[config.mk]
export PLATFORM = sky130hd
export DESIGN_NAME = pafd_front
export DESIGN_NICKNAME = d
export VERILOG_FILES = /design/src/design/pafd_pkg.sv /design/src/design/pafd_front.sv
export SDC_FILE = /design/constraint.sdc
export NUM_CORES = 1
export LEC_CHECK = 0
export ABC_AREA = 1
export BUFFER_PORTS_ARGS = -buffer_cell sky130_fd_sc_hd__buf_4
export CAP_MARGIN = 5
export CORE_AREA = 5 5 42 44
export CTS_CLUSTER_SIZE = 16
export DETAILED_ROUTE_END_ITERATION = 10
export DIE_AREA = 0 0 47 49
export GPL_ROUTABILITY_DRIVEN = 0
export PLACE_DENSITY_LB_ADDON = 0.25
export SLEW_MARGIN = 20
export SYNTH_ARGS = -nofsm -noshare
export SYNTH_HDL_FRONTEND = slang
export SYNTH_SLANG_ARGS = --single-unit
[constraint.sdc]
create_clock -name clk -period 3.7 [get_ports clk]
set_input_delay 0.555 -clock clk [delete_from_list [all_inputs] [get_ports clk]]
set_output_delay 0.555 -clock clk [all_outputs]
set_load 0.03 [all_outputs]
[src/design/pafd_pkg.sv]
// Types and constants shared by the PCM audio FIFO device modules
`timescale 1ns / 1ps

package pafd_pkg;

    // byte FIFO; depth must be a power of two
    localparam int FIFO_DEPTH  = 4096;
    localparam int ADDR_W      = $clog2(FIFO_DEPTH);
    localparam int CNT_W       = ADDR_W + 1;
    localparam int RATE_W      = 8;
    localparam logic [RATE_W-1:0] FULL_RATE = RATE_W'(128);

    localparam int QUEUE_DEPTH = 2;
    localparam int QPTR_W      = $clog2(QUEUE_DEPTH);

    localparam int FV_W           = 6;
    localparam int CTRL_CLEAR_BIT = 7;
    localparam int FV_WIDE_BIT    = 5;
    localparam int FV_STEREO_BIT  = 4;

    localparam int OUT_W = 48;

    typedef enum logic [1:0] {
        CMD_READ  = 2'd0,
        CMD_WRITE = 2'd1,
        CMD_TICK  = 2'd2,
        CMD_NONE  = 2'd3
    } cmd_t;

    typedef enum logic [1:0] {
        REG_CTRL = 2'd0,
        REG_RATE = 2'd1,
        REG_DATA = 2'd2,
        REG_NONE = 2'd3
    } reg_sel_t;

    typedef enum logic [2:0] {
        OP_STATUS,
        OP_RD_CTRL,
        OP_WR_CTRL,
        OP_WR_RATE,
        OP_WR_DATA,
        OP_TICK
    } op_kind_t;

    typedef struct packed {
        op_kind_t   kind;
        logic [7:0] data;
    } op_t;

    // packed so that read_data sits in the lowest bits
    typedef struct packed {
        logic signed [15:0] right_sample;
        logic signed [15:0] left_sample;
        logic               sample_valid;
        logic               aflow;
        logic               fifo_empty;
        logic               fifo_full;
        logic [7:0]         read_data;
    } result_t;

    typedef enum logic [1:0] {
        ST_IDLE,
        ST_POP,
        ST_EMIT
    } back_state_t;

endpackage

[src/design/pafd_front.sv]
// Front end: takes requests, classifies them and clamps the rate
`timescale 1ns / 1ps

module pafd_front import pafd_pkg::*;
(
    input  logic       clk,
    input  logic       rst_n,
    input  logic       in_valid,
    output logic       in_ready,
    input  logic [1:0] in_cmd,
    input  logic [1:0] in_sel,
    input  logic [7:0] in_data,
    output logic       op_valid,
    input  logic       op_ready,
    output op_t        op
);

    logic valid_reg;
    logic valid_next;
    op_t  op_reg;
    op_t  op_next;

    assign in_ready = !valid_reg || op_ready;
    assign op_valid = valid_reg;
    assign op       = op_reg;

    always_comb
    begin
        op_next.data = in_data;
        unique case (cmd_t'(in_cmd))
            CMD_READ:
            begin
                op_next.kind = (reg_sel_t'(in_sel) == REG_CTRL) ? OP_RD_CTRL : OP_STATUS;
            end
            CMD_WRITE:
            begin
                unique case (reg_sel_t'(in_sel))
                    REG_CTRL: op_next.kind = OP_WR_CTRL;
                    REG_RATE:
                    begin
                        op_next.kind = OP_WR_RATE;
                        if (in_data > FULL_RATE)
                        begin
                            op_next.data = FULL_RATE;
                        end
                    end
                    REG_DATA: op_next.kind = OP_WR_DATA;
                    REG_NONE: op_next.kind = OP_STATUS;
                endcase
            end
            CMD_TICK: op_next.kind = OP_TICK;
            CMD_NONE: op_next.kind = OP_STATUS;
        endcase
        valid_next = valid_reg;
        if (in_ready)
        begin
            valid_next = in_valid;
        end
    end

    always_ff @(posedge clk or negedge rst_n)
    begin
        if (!rst_n)
        begin
            valid_reg <= 1'b0;
        end
        else
        begin
            valid_reg <= valid_next;
        end
    end

    always_ff @(posedge clk)
    begin
        if (in_ready && in_valid)
        begin
            op_reg <= op_next;
        end
    end

endmodule

Yosys cells after proc, flatten, opt, wreduce, memory -nomap -nowiden
Cells that the tools add are included.
- $mul: 0
- muxes and demuxes: 6
- equality and inequality tests: 6
- shift-type cells: 0
- bitwise gates (word level): 0
- reductions and logical operators: 5
- add/sub/neg operators: 0
- order comparisons: 1
- divide/modulo/power cells: 0
- operators by type and width (operator ; count):
    $mux W8 ; 3
    $pmux W3 S4 ; 2
    $eq A2 B2 Y1 const B ; 4
    $gt A8 B8 Y1 const B ; 1
    $eq A2 B1 Y1 const B ; 2
    $logic_not A2 Y1 ; 2
    $logic_and A1 B1 Y1 ; 1
    $logic_not A1 Y1 ; 1
    $logic_or A1 B1 Y1 ; 1
    $mux W1 ; 1
- memories: 0
- bits in latches: 0
- word-level logic and storage cells: 21
- output and inout bits: 13
- memory bits (writable): 0
- bits in read-only memories: 0
- register bits: 12

Depth between registers and ports, before layout
- depth in word-level cells: 4
- depth in mapped cells: 5

Least setup slack after synthesis
Ideal clock, no wire load.
- kind: input to register
- start point: in in_valid
- end point: reg op_reg (netlist bit op[0]), enable pin
- data required time: 3.318 ns
- arrival time: 1.173 ns
- setup slack: 2.145 ns
- stages on the path: 2
- buffers on the path: 0
- cell sequence: inv_1 a21oi_1
- cells in the longest elaborated chain, start to end: 1
- RTL lines (item ; line ; text):
    from (decl) ; pafd_front.sv:8 ; input logic in_valid,
    $logic_and A1 B1 Y1 ; pafd_front.sv:75 ; if (in_ready && in_valid)
    to (signal assigned) ; pafd_front.sv:77 ; op_reg <= op_next;
    to (decl) ; pafd_front.sv:20 ; op_t op_reg;
Every way passes these cells.
A chain may end at the register's enable or synchronous reset.

Worst setup path in the final report
- start point: reg valid_reg (netlist: op_valid)
- end point: reg op_reg (netlist bit op[8]), enable pin
- cells in the longest elaborated chain, start to end: 3
- RTL lines (item ; line ; text):
    from (decl) ; pafd_front.sv:18 ; logic valid_reg;
    from (signal assigned) ; pafd_front.sv:69 ; valid_reg <= valid_next;
    $logic_not A1 Y1 ; pafd_front.sv:23 ; assign in_ready = !valid_reg || op_ready;
    $logic_or A1 B1 Y1 ; pafd_front.sv:23 ;
    $logic_and A1 B1 Y1 ; pafd_front.sv:75 ;
Every way passes these cells.

==> run metrics <==
crit path cell chain a21oi_1; Final setup viols 0; fillers approximately 130; root buffer cell clkbuf_4; Ports 29; VDD IR max roughly 0.00019 V; Mapped Cells between 50 and 60; most common cell after layout, fill and taps aside buf_4; ANT cells 0; die height about 50 um; CTS Hold Bufs 0; DP HPWL around 900 um; CP arrival 1470 ps; initial core utilization 0.395; fin. max-slew vios 0; fin util 0.575; Pwr Density around 370 nW/um^2; CP peak stage delay 800 ps; HP Class input port to async pin; Crit path buffers/inverters 0; ANT nets after route 0; status finished clean; synth unique cells 14; core area 1400 um^2; register area between 300 and 400 um^2; Post-Synthesis Net Count 69; GRT Residual Overflow 0; Setup CP Type register to register; Avg Cell Area, Syn 10.4 um^2; CP max-delay cell a21oi_1; routed wire length about 1000 um; WHS ~52 ps; GRT Util Overall 0.111; synth top area cells edfxtp_1 (60%), inv_1 (6.8%), nand2_1 (6.8%); Worst-Skew Late Latency roughly 270 ps; final cell count without fillers 100; dominant cell type by area after synthesis edfxtp_1; CTS buffer count 3; top cell type's share of synthesized area 0.597; DR vias/cell around 4.4; Buffers on Ports 28; Layout area overhead 45.7%; DRC viols 0; CTS-repair resized insts 0; final hold vios 0; TritonCTS clock tree yes; required time worst endpoint ~3600 ps; std cell rows 14; DIE AREA about 2300 um^2; number of max-cap violations 0; DRT Pass-1 Iters 2; CP Capture Type register; layout cells sized above 1 0.452; Multi-input gate area between 100 and 150 um^2; Clock Tree Buf Depth 2; max FFs per register 11; fin crit period 1580 ps; setup TNS 0 ps; CTS Sinks 12; via count between 400 and 500; RSZ-0062 raised after global routing false; Synth Warn # 0; Leakage between 0.3 and 0.4 nW; Yosys reg bits 12; Setup Skew between 7 and 8 ps; synthesized area 553 um^2; pin count of the biggest net entering global routing 12; CP startpoint kind register; H-tree Lvls 1; buffer count from post-CTS setup fixing 0; Final Instance Area roughly 810 um^2; Fmax 0.633 GHz; Seq/Total Area, Yosys 0.643; nets just over 100; Slew HR 0.330; Die W between 40 and 50 um; first-pass GRT wire length between 1500 and 2000 um; reg-to-reg slack, setup ~2100 ps; Inst Count DP between 90 and 100; most frequent cells in the layout buf_4 (28), edfxtp_1 (11), inv_1 (10), nand2_1 (10), nor2_1 (9); CP max FO 11; Top delay family on crit path compound AO/OA/AOI/OAI gates; DP Area slightly below 800 um^2; part of the cycle the worst path needs 0.427; Worst Tran Pin Value 1000 ps; initial antenna violation count 0; Clock Pin Slew Worst Setup and Hold Paths 70 ps; DRT iter0 DRCs 1; vias in the first global route roughly 450; Avg WL per Cell 10.4 um
-- report_power, final --
group          internal (W)   total, W  switching (W)
logic             0.0000256  0.0000613      0.0000357
clock network     0.0000390  0.0000802      0.0000412
registers          0.000158   0.000160     0.00000234
total              0.000222   0.000302      0.0000793
-- layer usage --
layer  share of wire  wire [um]  track usage  vias up
li1                -          -            -      228
met1            0.33        344        0.109      200
met2            0.59        616        0.188       12
met3           0.064         67       0.0258        2
met4           0.015         16       0.0829        0
met5               0          0            0        -
-- per-stage QoR --
stage,setup WS (ps),power (W)
2_1_floorplan,2140,0.000195
3_3_place_gp,1890,0.000224
3_5_place_dp,1840,0.000226
4_1_cts,2090,0.000307
5_1_grt,2010,0.000320
6_report,2120,0.000302
-- final cells by class --
type | count | share of cell area
inverter | 12 | 0.0559
timing repair buffer | 28 | 0.261
tap | 16 | 0.0248
multi-input combinational | 28 | 0.185
sequential | 12 | 0.441
clock buffer | 3 | 0.0280
clock inverter | 1 | 0.00466
-- path summary, 6_finish.rpt --
path,startpoint,to,depth (start not counted)
max,op_valid,op[8],1
min,rst_n,op_valid,1
max reg2reg,op_valid,op[8],1
min reg2reg,op_valid,op_valid,2
max in group asynchronous,rst_n,op_valid,1
min in group clk,in_valid,op_valid,3
-- cells in the mapped netlist --
cell,count
edfxtp_1,11
inv_1,10
nand2_1,10
nor2_1,9
nor2_4,3
inv_2,2
a21oi_1,1
clkbuf_1,1
dfrtp_1,1
nand3_1,1
nand3_4,1
nor2_2,1
nor3_1,1
o21ai_1,1
-- kinds of logic after synthesis --
logic type	Yosys count	share of synthesized area
buf+inv	13	0.0882
flops	12	0.643
simple gates	26	0.251
compound gates	2	0.0181
Power figures use the tool's default switching activity.
