==> config.mk <==
export PLATFORM = sky130hd
export DESIGN_NAME = pafd_queue
export DESIGN_NICKNAME = d
export VERILOG_FILES = /design/src/design/pafd_pkg.sv /design/src/design/pafd_queue.sv
export SDC_FILE = /design/constraint.sdc
export NUM_CORES = 1
export LEC_CHECK = 0
export ABC_CLOCK_PERIOD_IN_PS = 1400
export BUFFER_PORTS_ARGS = -buffer_cell sky130_fd_sc_hd__buf_4
export CORE_MARGIN = 2
export CORE_UTILIZATION = 44
export CTS_CLUSTER_DIAMETER = 30
export CTS_CLUSTER_SIZE = 12
export DETAILED_ROUTE_END_ITERATION = 12
export PLACE_DENSITY = 0.72
export SLEW_MARGIN = 40
export SYNTH_ARGS = -nofsm -noshare
export SYNTH_HDL_FRONTEND = slang
export SYNTH_SLANG_ARGS = --single-unit
==> constraint.sdc <==
create_clock -name clk -period 1.4 [get_ports clk]
set_input_delay 0.35 -clock clk [delete_from_list [all_inputs] [get_ports clk]]
set_output_delay 0.35 -clock clk [all_outputs]
set_load 0.02 [all_outputs]
==> src/design/pafd_pkg.sv <==
// Types and constants shared by the PCM audio FIFO device modules
`timescale 1ns / 1ps

package pafd_pkg;

    // byte FIFO; depth must be a power of two
    localparam int FIFO_DEPTH  = 4096;
    localparam int ADDR_W      = $clog2(FIFO_DEPTH);
    localparam int CNT_W       = ADDR_W + 1;
    localparam int RATE_W      = 8;
    localparam logic [RATE_W-1:0] FULL_RATE = RATE_W'(128);

    localparam int QUEUE_DEPTH = 2;
    localparam int QPTR_W      = $clog2(QUEUE_DEPTH);

    localparam int FV_W           = 6;
    localparam int CTRL_CLEAR_BIT = 7;
    localparam int FV_WIDE_BIT    = 5;
    localparam int FV_STEREO_BIT  = 4;

    localparam int OUT_W = 48;

    typedef enum logic [1:0] {
        CMD_READ  = 2'd0,
        CMD_WRITE = 2'd1,
        CMD_TICK  = 2'd2,
        CMD_NONE  = 2'd3
    } cmd_t;

    typedef enum logic [1:0] {
        REG_CTRL = 2'd0,
        REG_RATE = 2'd1,
        REG_DATA = 2'd2,
        REG_NONE = 2'd3
    } reg_sel_t;

    typedef enum logic [2:0] {
        OP_STATUS,
        OP_RD_CTRL,
        OP_WR_CTRL,
        OP_WR_RATE,
        OP_WR_DATA,
        OP_TICK
    } op_kind_t;

    typedef struct packed {
        op_kind_t   kind;
        logic [7:0] data;
    } op_t;

    // packed so that read_data sits in the lowest bits
    typedef struct packed {
        logic signed [15:0] right_sample;
        logic signed [15:0] left_sample;
        logic               sample_valid;
        logic               aflow;
        logic               fifo_empty;
        logic               fifo_full;
        logic [7:0]         read_data;
    } result_t;

    typedef enum logic [1:0] {
        ST_IDLE,
        ST_POP,
        ST_EMIT
    } back_state_t;

endpackage

==> src/design/pafd_queue.sv <==
// Short queue of classified requests between front and back
`timescale 1ns / 1ps

module pafd_queue import pafd_pkg::*;
(
    input  logic clk,
    input  logic rst_n,
    input  logic in_valid,
    output logic in_ready,
    input  op_t  in_op,
    output logic out_valid,
    input  logic out_ready,
    output op_t  out_op
);

    op_t                entry_reg [QUEUE_DEPTH];
    logic [QPTR_W-1:0]  wr_ptr_reg;
    logic [QPTR_W-1:0]  wr_ptr_next;
    logic [QPTR_W-1:0]  rd_ptr_reg;
    logic [QPTR_W-1:0]  rd_ptr_next;
    logic [QPTR_W:0]    count_reg;
    logic [QPTR_W:0]    count_next;
    logic               push;
    logic               pop;

    assign in_ready  = count_reg != (QPTR_W + 1)'(QUEUE_DEPTH);
    assign out_valid = count_reg != '0;
    assign out_op    = entry_reg[rd_ptr_reg];
    assign push      = in_valid && in_ready;
    assign pop       = out_valid && out_ready;

    always_comb
    begin
        wr_ptr_next = wr_ptr_reg;
        rd_ptr_next = rd_ptr_reg;
        count_next  = count_reg;
        if (push)
        begin
            wr_ptr_next = wr_ptr_reg + 1'b1;
        end
        if (pop)
        begin
            rd_ptr_next = rd_ptr_reg + 1'b1;
        end
        if (push && !pop)
        begin
            count_next = count_reg + 1'b1;
        end
        else if (pop && !push)
        begin
            count_next = count_reg - 1'b1;
        end
    end

    always_ff @(posedge clk or negedge rst_n)
    begin
        if (!rst_n)
        begin
            wr_ptr_reg <= '0;
            rd_ptr_reg <= '0;
            count_reg  <= '0;
        end
        else
        begin
            wr_ptr_reg <= wr_ptr_next;
            rd_ptr_reg <= rd_ptr_next;
            count_reg  <= count_next;
        end
    end

    always_ff @(posedge clk)
    begin
        if (push)
        begin
            entry_reg[wr_ptr_reg] <= in_op;
        end
    end

endmodule

# Word level (Yosys, flattened, before mapping)
# Memories as Yosys holds them, arrays and structs flattened.
# Index checks and enable logic that the tools add are counted.
dict set report op_classes {
  addsub 4
  mul 0
  div 0
  order_cmp 0
  eq_ne 1
  n_shift 0
  muxes 4
  bitwise 0
  n_reduce_logical 8
}
# cell count
set ops {}
lappend ops {{logical AND 1 bit} 4}
lappend ops {{2-to-1 mux 2 bit} 2}
lappend ops {{nonzero test 2 bit} 2}
lappend ops {{adder 1 bit, second input constant} 2}
lappend ops {{adder 2 x 1 -> 2 bit, second input constant} 1}
lappend ops {{logical NOT 1 bit} 2}
lappend ops {{2-to-1 mux 1 bit} 2}
lappend ops {{!= test 2 bit, second input constant} 1}
lappend ops {{subtractor 2 x 1 -> 2 bit, second input constant} 1}
dict set report word_totals {
  register_bits 4
  latchBits 0
  ramBits 22
  rom_bits 0
  elab_cells 21
  memories 1
}
# name depth word_bits rd rd_ports_with_merged_regs write_ports line_no
set memory_table {}
lappend memory_table {entry_reg 2 11 1 0 1 pafd_queue.sv:16} ;# op_t entry_reg [QUEUE_DEPTH];

# Longest topological paths before layout
# Gate-level depths: netlist of run 1.
dict set report logic_depth {
  word_depth 6
  depth_mapped 7
}

# Worst setup path before layout of run 1
# No wires, ideal clock.
dict set report synth_timing {
  path_kind {register -> register}
  startpoint {reg count_reg[0]}
  endpoint {mem entry_reg[0][0] (netlist name), enable pin}
  setup_time_ps 378
  arrival_time_ps 1169
  t_required_ps 1022
  slack_ps -148
  stages_incl_launch_ff 4
  n_path_buf 0
  cell_sequence {dfrtp_1 > nand2b_4 > nand2_1 > nor2_1}
}
dict set report synth_between {
  elab_chain_cells 4
}
# element line_no
set synth_lines {}
lappend synth_lines {{start: declaration} pafd_queue.sv:21} ;# logic [QPTR_W:0] count_reg;
lappend synth_lines {{start signal: assignment} pafd_queue.sv:67} ;# count_reg <= count_next;
lappend synth_lines {{!= test 2 bit} pafd_queue.sv:26} ;# assign in_ready = count_reg != (QPTR_W + 1)'(QUEUE_DEPTH);
lappend synth_lines {{via in_ready} pafd_queue.sv:9} ;# output logic in_ready,
lappend synth_lines {{logical AND 1 bit} pafd_queue.sv:29} ;# assign push = in_valid && in_ready;
lappend synth_lines {{2-to-1 mux 1 bit} pafd_queue.sv:73} ;# if (push)
lappend synth_lines {{2-to-1 mux 1 bit (implied by the code)} pafd_queue.sv:75} ;# entry_reg[wr_ptr_reg] <= in_op;
lappend synth_lines {{end: declaration} pafd_queue.sv:16}
# The timed path passes the listed nets, and every way through them passes these cells.

==> impl_metrics.csv, run 1 <==
group,metric,value,unit
outcome,status,"finished, violations left",
outcome,violations,"setup timing",
power_and_ir_drop,p_sw,1.01,mW
drt,num_vias,573,
power_and_ir_drop,pwr-share-comb,50.1,%
power_and_ir_drop,internal-power,2.32,mW
floorplanning,start_util,45.8,%
floorplanning,dieArea,2680,um2
cts,cts-root-buf,"clkbuf_4",
power_and_ir_drop,sw_frac_of_total,30.4,%
yosys,postSynthAreaPerCell,19.3,um2
critical_path,crit_fanout,8,
critical_path,cp-start-kind,"register",
power_and_ir_drop,ir_worst_vdd,1.20,mV
placement,dp_hpwl,1.11,mm
critical_path,crit_start,"rd_ptr_reg",
sta,finalCriticalPeriod,1670,ps
critical_path,critPathKind,"register to output port",
cts,cts.sinks,26,
power_and_ir_drop,powerDensity,2190,nW/um2
critical_path,reg2reg_setup_slack,40,ps
drt,first_pass_iters,2,
critical_path,r2r_end,"count_reg[1]",
sta,slew_headroom,87.8,%
drt,routed_via_density,4.66,
critical_path,worstPathCellList,"buf_6, mux2_4, buf_6",
worst_hold_path,worstHoldStart,"in_op[6]",
yosys,yosys_warnings,0,
cts,cts.path.max_buffers,2,
floorplanning,die_w,51.8,um
drt,remaining_drc_errors,0,
cts,worstSkewPairLatency,310,ps
yosys,synth.net_count,68,
drt,drt_iter0_drc,2,
flow_run,cap_violations,0,
floorplanning,coreArea,2190,um2
placement,routabilityCongestion,0.629,
yosys,synth_cells,52,
floorplanning,fp-row-count,17,
yosys,synth_area,1000,um2
worst_hold_path,holdPathEnd,"entry_reg[1][6]",
cts,cts_buffers,3,
finish,num-fill-cells,148,
drt,ant_nets,0,
power_and_ir_drop,p_total,3.33,mW
grt,antenna_found_initial,0,
critical_path,endpoint_kind,"output port",
critical_path,crit_path_frequent_cell,"buf_6",
yosys,ys_ff_latch,26,
yosys,synth_cell_types,14,
grt,grt_pass1_wl,2.57,mm
sta,drv_slew,0,
power_and_ir_drop,pwr-share-clk,15.0,%
floorplanning,die_h,51.8,um
grt,grt_pass1_vias,607,
critical_path,ff2ff_path_depth,6,
finish,nets,112,
cts,cts_tree,"built",
sta,finalSetupViolations,12,
critical_path,reg2reg_from,"count_reg[1]",
cts,path_clk_slew,140,ps
finish,largest_reg_flops,22,
sta,hold_viol_final,0,
finish,area_delta_synth_final,51.6,%
worst_hold_path,holdPathStages,1,
drt,routed_wirelength,1.58,mm
critical_path,slowest_stage,"dfrtp_1",
cts,ctsHtreeMaxLevel,1,
sta,fin_crit_sh,119,%
critical_path,cpPeakStageDelay,420,ps
critical_path,worstPathArrival,1320,ps
sta,layout_setup_ws,-271,ps
placement,io_buffers,27,
grt,track_usage,13.2,%
sta,rsz0062_at_grt,"yes",
grt,grt_max_degree,16,
critical_path,worstPathRequired,1050,ps
floorplanning,io_pins,28,
power_and_ir_drop,p_leak,0.647,nW
sta,fin_skew,6.51,ps
sta,tightest_slew,182,ps
worst_hold_path,hold_path.class,"input port to register",
drt,post_drt_wl_per_cell,12.8,um
grt,grt-ovfl-total,0,
sta,tns,-2950,ps
finish,insertedDiodeCount,0,
yosys,yosysSeqAreaShare,75.8,%
power_and_ir_drop,seq_power_share,34.9,%
sta,clock.fmax,0.599,GHz
finish,drive_above_1_share,64.2,%
finish,post-route-util,69.4,%
synth_stat cells:
| library cell | n | share of area, % |
|---|---|---|
| edfxtp_1 | 22 | 66 |
| mux2_2 | 11 | 12 |
| dfrtp_1 | 4 | 10 |
| xnor2_1 | 3 | 2.6 |
| nor2_1 | 2 | 0.75 |
| xor2_1 | 2 | 1.7 |
| and3_1 | 1 | 0.62 |
| buf_4 | 1 | 0.75 |
| ha_1 | 1 | 1.2 |
| inv_1 | 1 | 0.37 |
| nand2_1 | 1 | 0.37 |
| nand2_4 | 1 | 1.1 |
| nand2b_4 | 1 | 1.4 |
| or2_4 | 1 | 0.87 |
final cells by class:
cell class / instances / area, um2 / area share [%]
multi-input combinational: 24 / 300 / 19.7
inverter: 1 / 6.26 / 0.411
clock buffer: 3 / 22.5 / 1.48
clock inverter: 1 / 30.0 / 1.97
timing repair buffer: 40 / 367 / 24.1
tap: 28 / 35.0 / 2.30
sequential: 26 / 761 / 50.0
repair_timing:
item / in CTS / in global routing
hold buffers: 1 / 0
gates resized for setup: 13 / 22
setup endpoints to repair: 14 / 22
setup buffers: 3 / 2
hold endpoints to repair: 4 / 0
pin swaps: 1 / 6
through the flow:
stage	hold WS, ps	std cells	area [um2]	setup slack (ps)
after floorplan	54.4	52	1010	-9.85
after global placement	149	113	1290	39.3
after detailed placement	150	113	1290	-14.3
after CTS	198	121	1420	-287
after global routing	180	123	1520	-330
final	208	123	1520	-271
cells in the final DEF, fill, tap and decap left out:
master,count
dlygate4sd3_1,1
nand2_4,2
nor2_4,1
ha_4,1
buf_4,22
xnor2_1,3
buf_6,17
nor2_1,1
nand2b_4,1
or2_4,1
and3_1,1
dfrtp_1,4
inv_4,1
bufinv_16,1
mux2_4,11
edfxtp_1,22
xor2_1,2
clkbuf_4,3
worst max path at each step:
stage / slack, ps / end / depth (start not counted)
final: -270 / out_op[7] / 3
after floorplan: -10 / count_reg[1] / 6
after global placement: 40 / count_reg[1] / 6
after global routing: -330 / out_op[7] / 3
after CTS: -290 / out_op[2] / 3
after detailed placement: -10 / count_reg[1] / 6
per-layer routing:
layer,vias up,track usage (%),wire length [um]
li1,279,-,-
met1,277,16.9,703
met2,17,22.0,805
met3,0,2.59,70
met4,0,5.26,0
met5,-,0,0
kinds of logic (layout without fill, tap and decap cells):
kind of cell / Yosys count / after routing / synth area share, %
buf+inv: 2 / 45 / 1.12
fa+ha+maj: 1 / 1 / 1.25
mux: 11 / 11 / 12.3
xor+xnor: 5 / 5 / 4.36
flops: 26 / 26 / 75.8
simple gates: 7 / 7 / 5.11
critical path, delay by kind of cell (launching register included):
family,cells,cell delay [ps]
buffers and inverters,2,290
muxes,1,300
DFF,1,420
power by group through the flow:
stage          logic, mW  registers (mW)  clock network, mW
2_1_floorplan      0.754            1.17                  0
3_3_place_gp        1.20            1.18                  0
3_5_place_dp        1.23            1.18                  0
4_1_cts             1.45            1.15              0.515
5_1_grt             1.77            1.19              0.555
6_report            1.67            1.16              0.501
Power figures use the tool's default switching activity.
==> run 2, diff against run 1 <==
Settings changed: CTS_BUF_LIST from default to sky130_fd_sc_hd__clkbuf_16.
==> impl_metrics.csv, run 2 (same netlist as run 1, synthesis figures left out) <==
group,metric,value,unit
placement,dp_hpwl,1.11,mm
power_and_ir_drop,p_sw,1.02,mW
power_and_ir_drop,pwr-share-clk,23.0,%
drt,routed_via_density,4.69,
drt,num_vias,582,
grt,grt_max_degree,16,
critical_path,crit_fanout,4,
placement,routabilityCongestion,0.629,
floorplanning,start_util,45.8,%
critical_path,crit_path_frequent_cell,"buf_4",
drt,ant_nets,0,
cts,cts-root-buf,"clkbuf_16",
floorplanning,dieArea,2680,um2
sta,hold_viol_final,0,
cts,cts.sinks,26,
finish,nets,113,
critical_path,r2r_end,"count_reg[1]",
grt,track_usage,14.1,%
placement,io_buffers,27,
critical_path,cp-start-kind,"register",
worst_hold_path,holdPathEnd,"entry_reg[1][6]",
sta,fin_skew,1.57,ps
power_and_ir_drop,powerDensity,2310,nW/um2
floorplanning,die_h,51.8,um
power_and_ir_drop,internal-power,2.54,mW
finish,insertedDiodeCount,0,
cts,cts_buffers,3,
critical_path,crit_buf_inv,2,
power_and_ir_drop,pwr-share-comb,44.4,%
drt,post_drt_wl_per_cell,13.1,um
critical_path,critPathKind,"register to output port",
critical_path,cpPeakStageDelay,360,ps
outcome,status,"finished, violations left",
critical_path,reg2reg_from,"count_reg[0]",
grt,grt-ovfl-total,0,
sta,slew_headroom,91.4,%
finish,final_common_cell,"buf_4",
sta,tightest_slew,128,ps
finish,drive_above_1_share,64.6,%
worst_hold_path,worstHoldStart,"in_op[6]",
cts,worstSkewPairLatency,260,ps
grt,grt_pass1_wl,2.69,mm
critical_path,worstPathRequired,1050,ps
floorplanning,coreArea,2190,um2
flow_run,cap_violations,0,
cts,cts.path.max_buffers,2,
critical_path,ff2ff_path_depth,6,
outcome,violations,"setup timing",
finish,post-route-util,70.2,%
floorplanning,die_w,51.8,um
floorplanning,fp-row-count,17,
finish,area_delta_synth_final,53.4,%
grt,grt_pass1_vias,635,
floorplanning,io_pins,28,
drt,remaining_drc_errors,0,
cts,path_clk_slew,60,ps
critical_path,worstPathCellList,"buf_4, mux2_2, buf_4",
sta,layout_setup_ws,-195,ps
critical_path,worstPathArrival,1240,ps
drt,drt_iter0_drc,7,
power_and_ir_drop,sw_frac_of_total,28.6,%
critical_path,slowest_stage,"dfrtp_1",
critical_path,reg2reg_setup_slack,50,ps
critical_path,crit_family,"flip-flops",
sta,finalSetupViolations,12,
sta,clock.fmax,0.627,GHz
sta,tns,-2030,ps
power_and_ir_drop,ir_worst_vdd,1.41,mV
placement,dp_slack,-14.3,ps
finish,largest_reg_flops,22,
drt,first_pass_iters,4,
grt,antenna_found_initial,0,
sta,drv_slew,0,
sta,finalCriticalPeriod,1590,ps
sta,fin_crit_sh,114,%
finish,layout_common_cells,"28 x buf_4, 22 x edfxtp_1, 12 x buf_6",
drt,routed_wirelength,1.62,mm
cts,cts_tree,"built",
critical_path,endpoint_kind,"output port",
power_and_ir_drop,seq_power_share,32.6,%
cts,ctsHtreeMaxLevel,1,
worst_hold_path,hold_path.class,"input port to register",
worst_hold_path,holdPathStages,1,
sta,rsz0062_at_grt,"yes",
power_and_ir_drop,p_leak,0.651,nW
-- run 2: worst max-delay path by stage --
stage          cells past startpoint      endpoint          from
6_report                           3     out_op[2]    rd_ptr_reg
5_1_grt                            3     out_op[9]    rd_ptr_reg
4_1_cts                            3     out_op[2]    rd_ptr_reg
3_5_place_dp                       6  count_reg[1]  count_reg[0]
3_3_place_gp                       6  count_reg[1]  count_reg[0]
2_1_floorplan                      6  count_reg[1]  count_reg[0]
-- run 2: through the flow --
stage          instances  total power, mW  hold WS [ps]  area, um2
4_1_cts              122             3.43           269       1480
2_1_floorplan         52             1.92          54.4       1010
6_report             124             3.56           271       1540
3_3_place_gp         113             2.38           149       1290
5_1_grt              124             3.74           264       1540
3_5_place_dp         113             2.41           150       1290
-- run 2: timing repair --
action / in CTS / in global routing
hold buffers: 1 / 0
hold endpoints to repair: 4 / 0
setup buffers: 4 / 2
gates resized for setup: 11 / 13
endpoints found under the setup margin: 13 / 21
cloned: 0 / 0
pin swaps: 1 / 4
-- run 2: area by class of cell --
| class | instances | area [um2] |
|---|---|---|
| flip-flops and latches | 26 | 761 |
| fillers | 143 | 652 |
| repair buffers | 41 | 355 |
| multi-input cells | 24 | 279 |
| clock buffers | 3 | 75.1 |
| well taps | 28 | 35.0 |
| clock inverters | 1 | 30.0 |
| inverters | 1 | 3.75 |
-- run 2: layer usage --
layer / GRT usage, % / part of all wire (%)
met5: 0 / 0
met3: 2.87 / 5.2
met2: 22.9 / 50
met4: 9.21 / 1.7
met1: 16.9 / 43
-- run 2: power groups by stage --
stage | logic [mW] | clock network [mW] | registers, mW
after floorplan | 0.754 | 0 | 1.17
after global placement | 1.20 | 0 | 1.18
after detailed placement | 1.23 | 0 | 1.18
after CTS | 1.45 | 0.829 | 1.15
after global routing | 1.68 | 0.875 | 1.18
final | 1.58 | 0.820 | 1.16
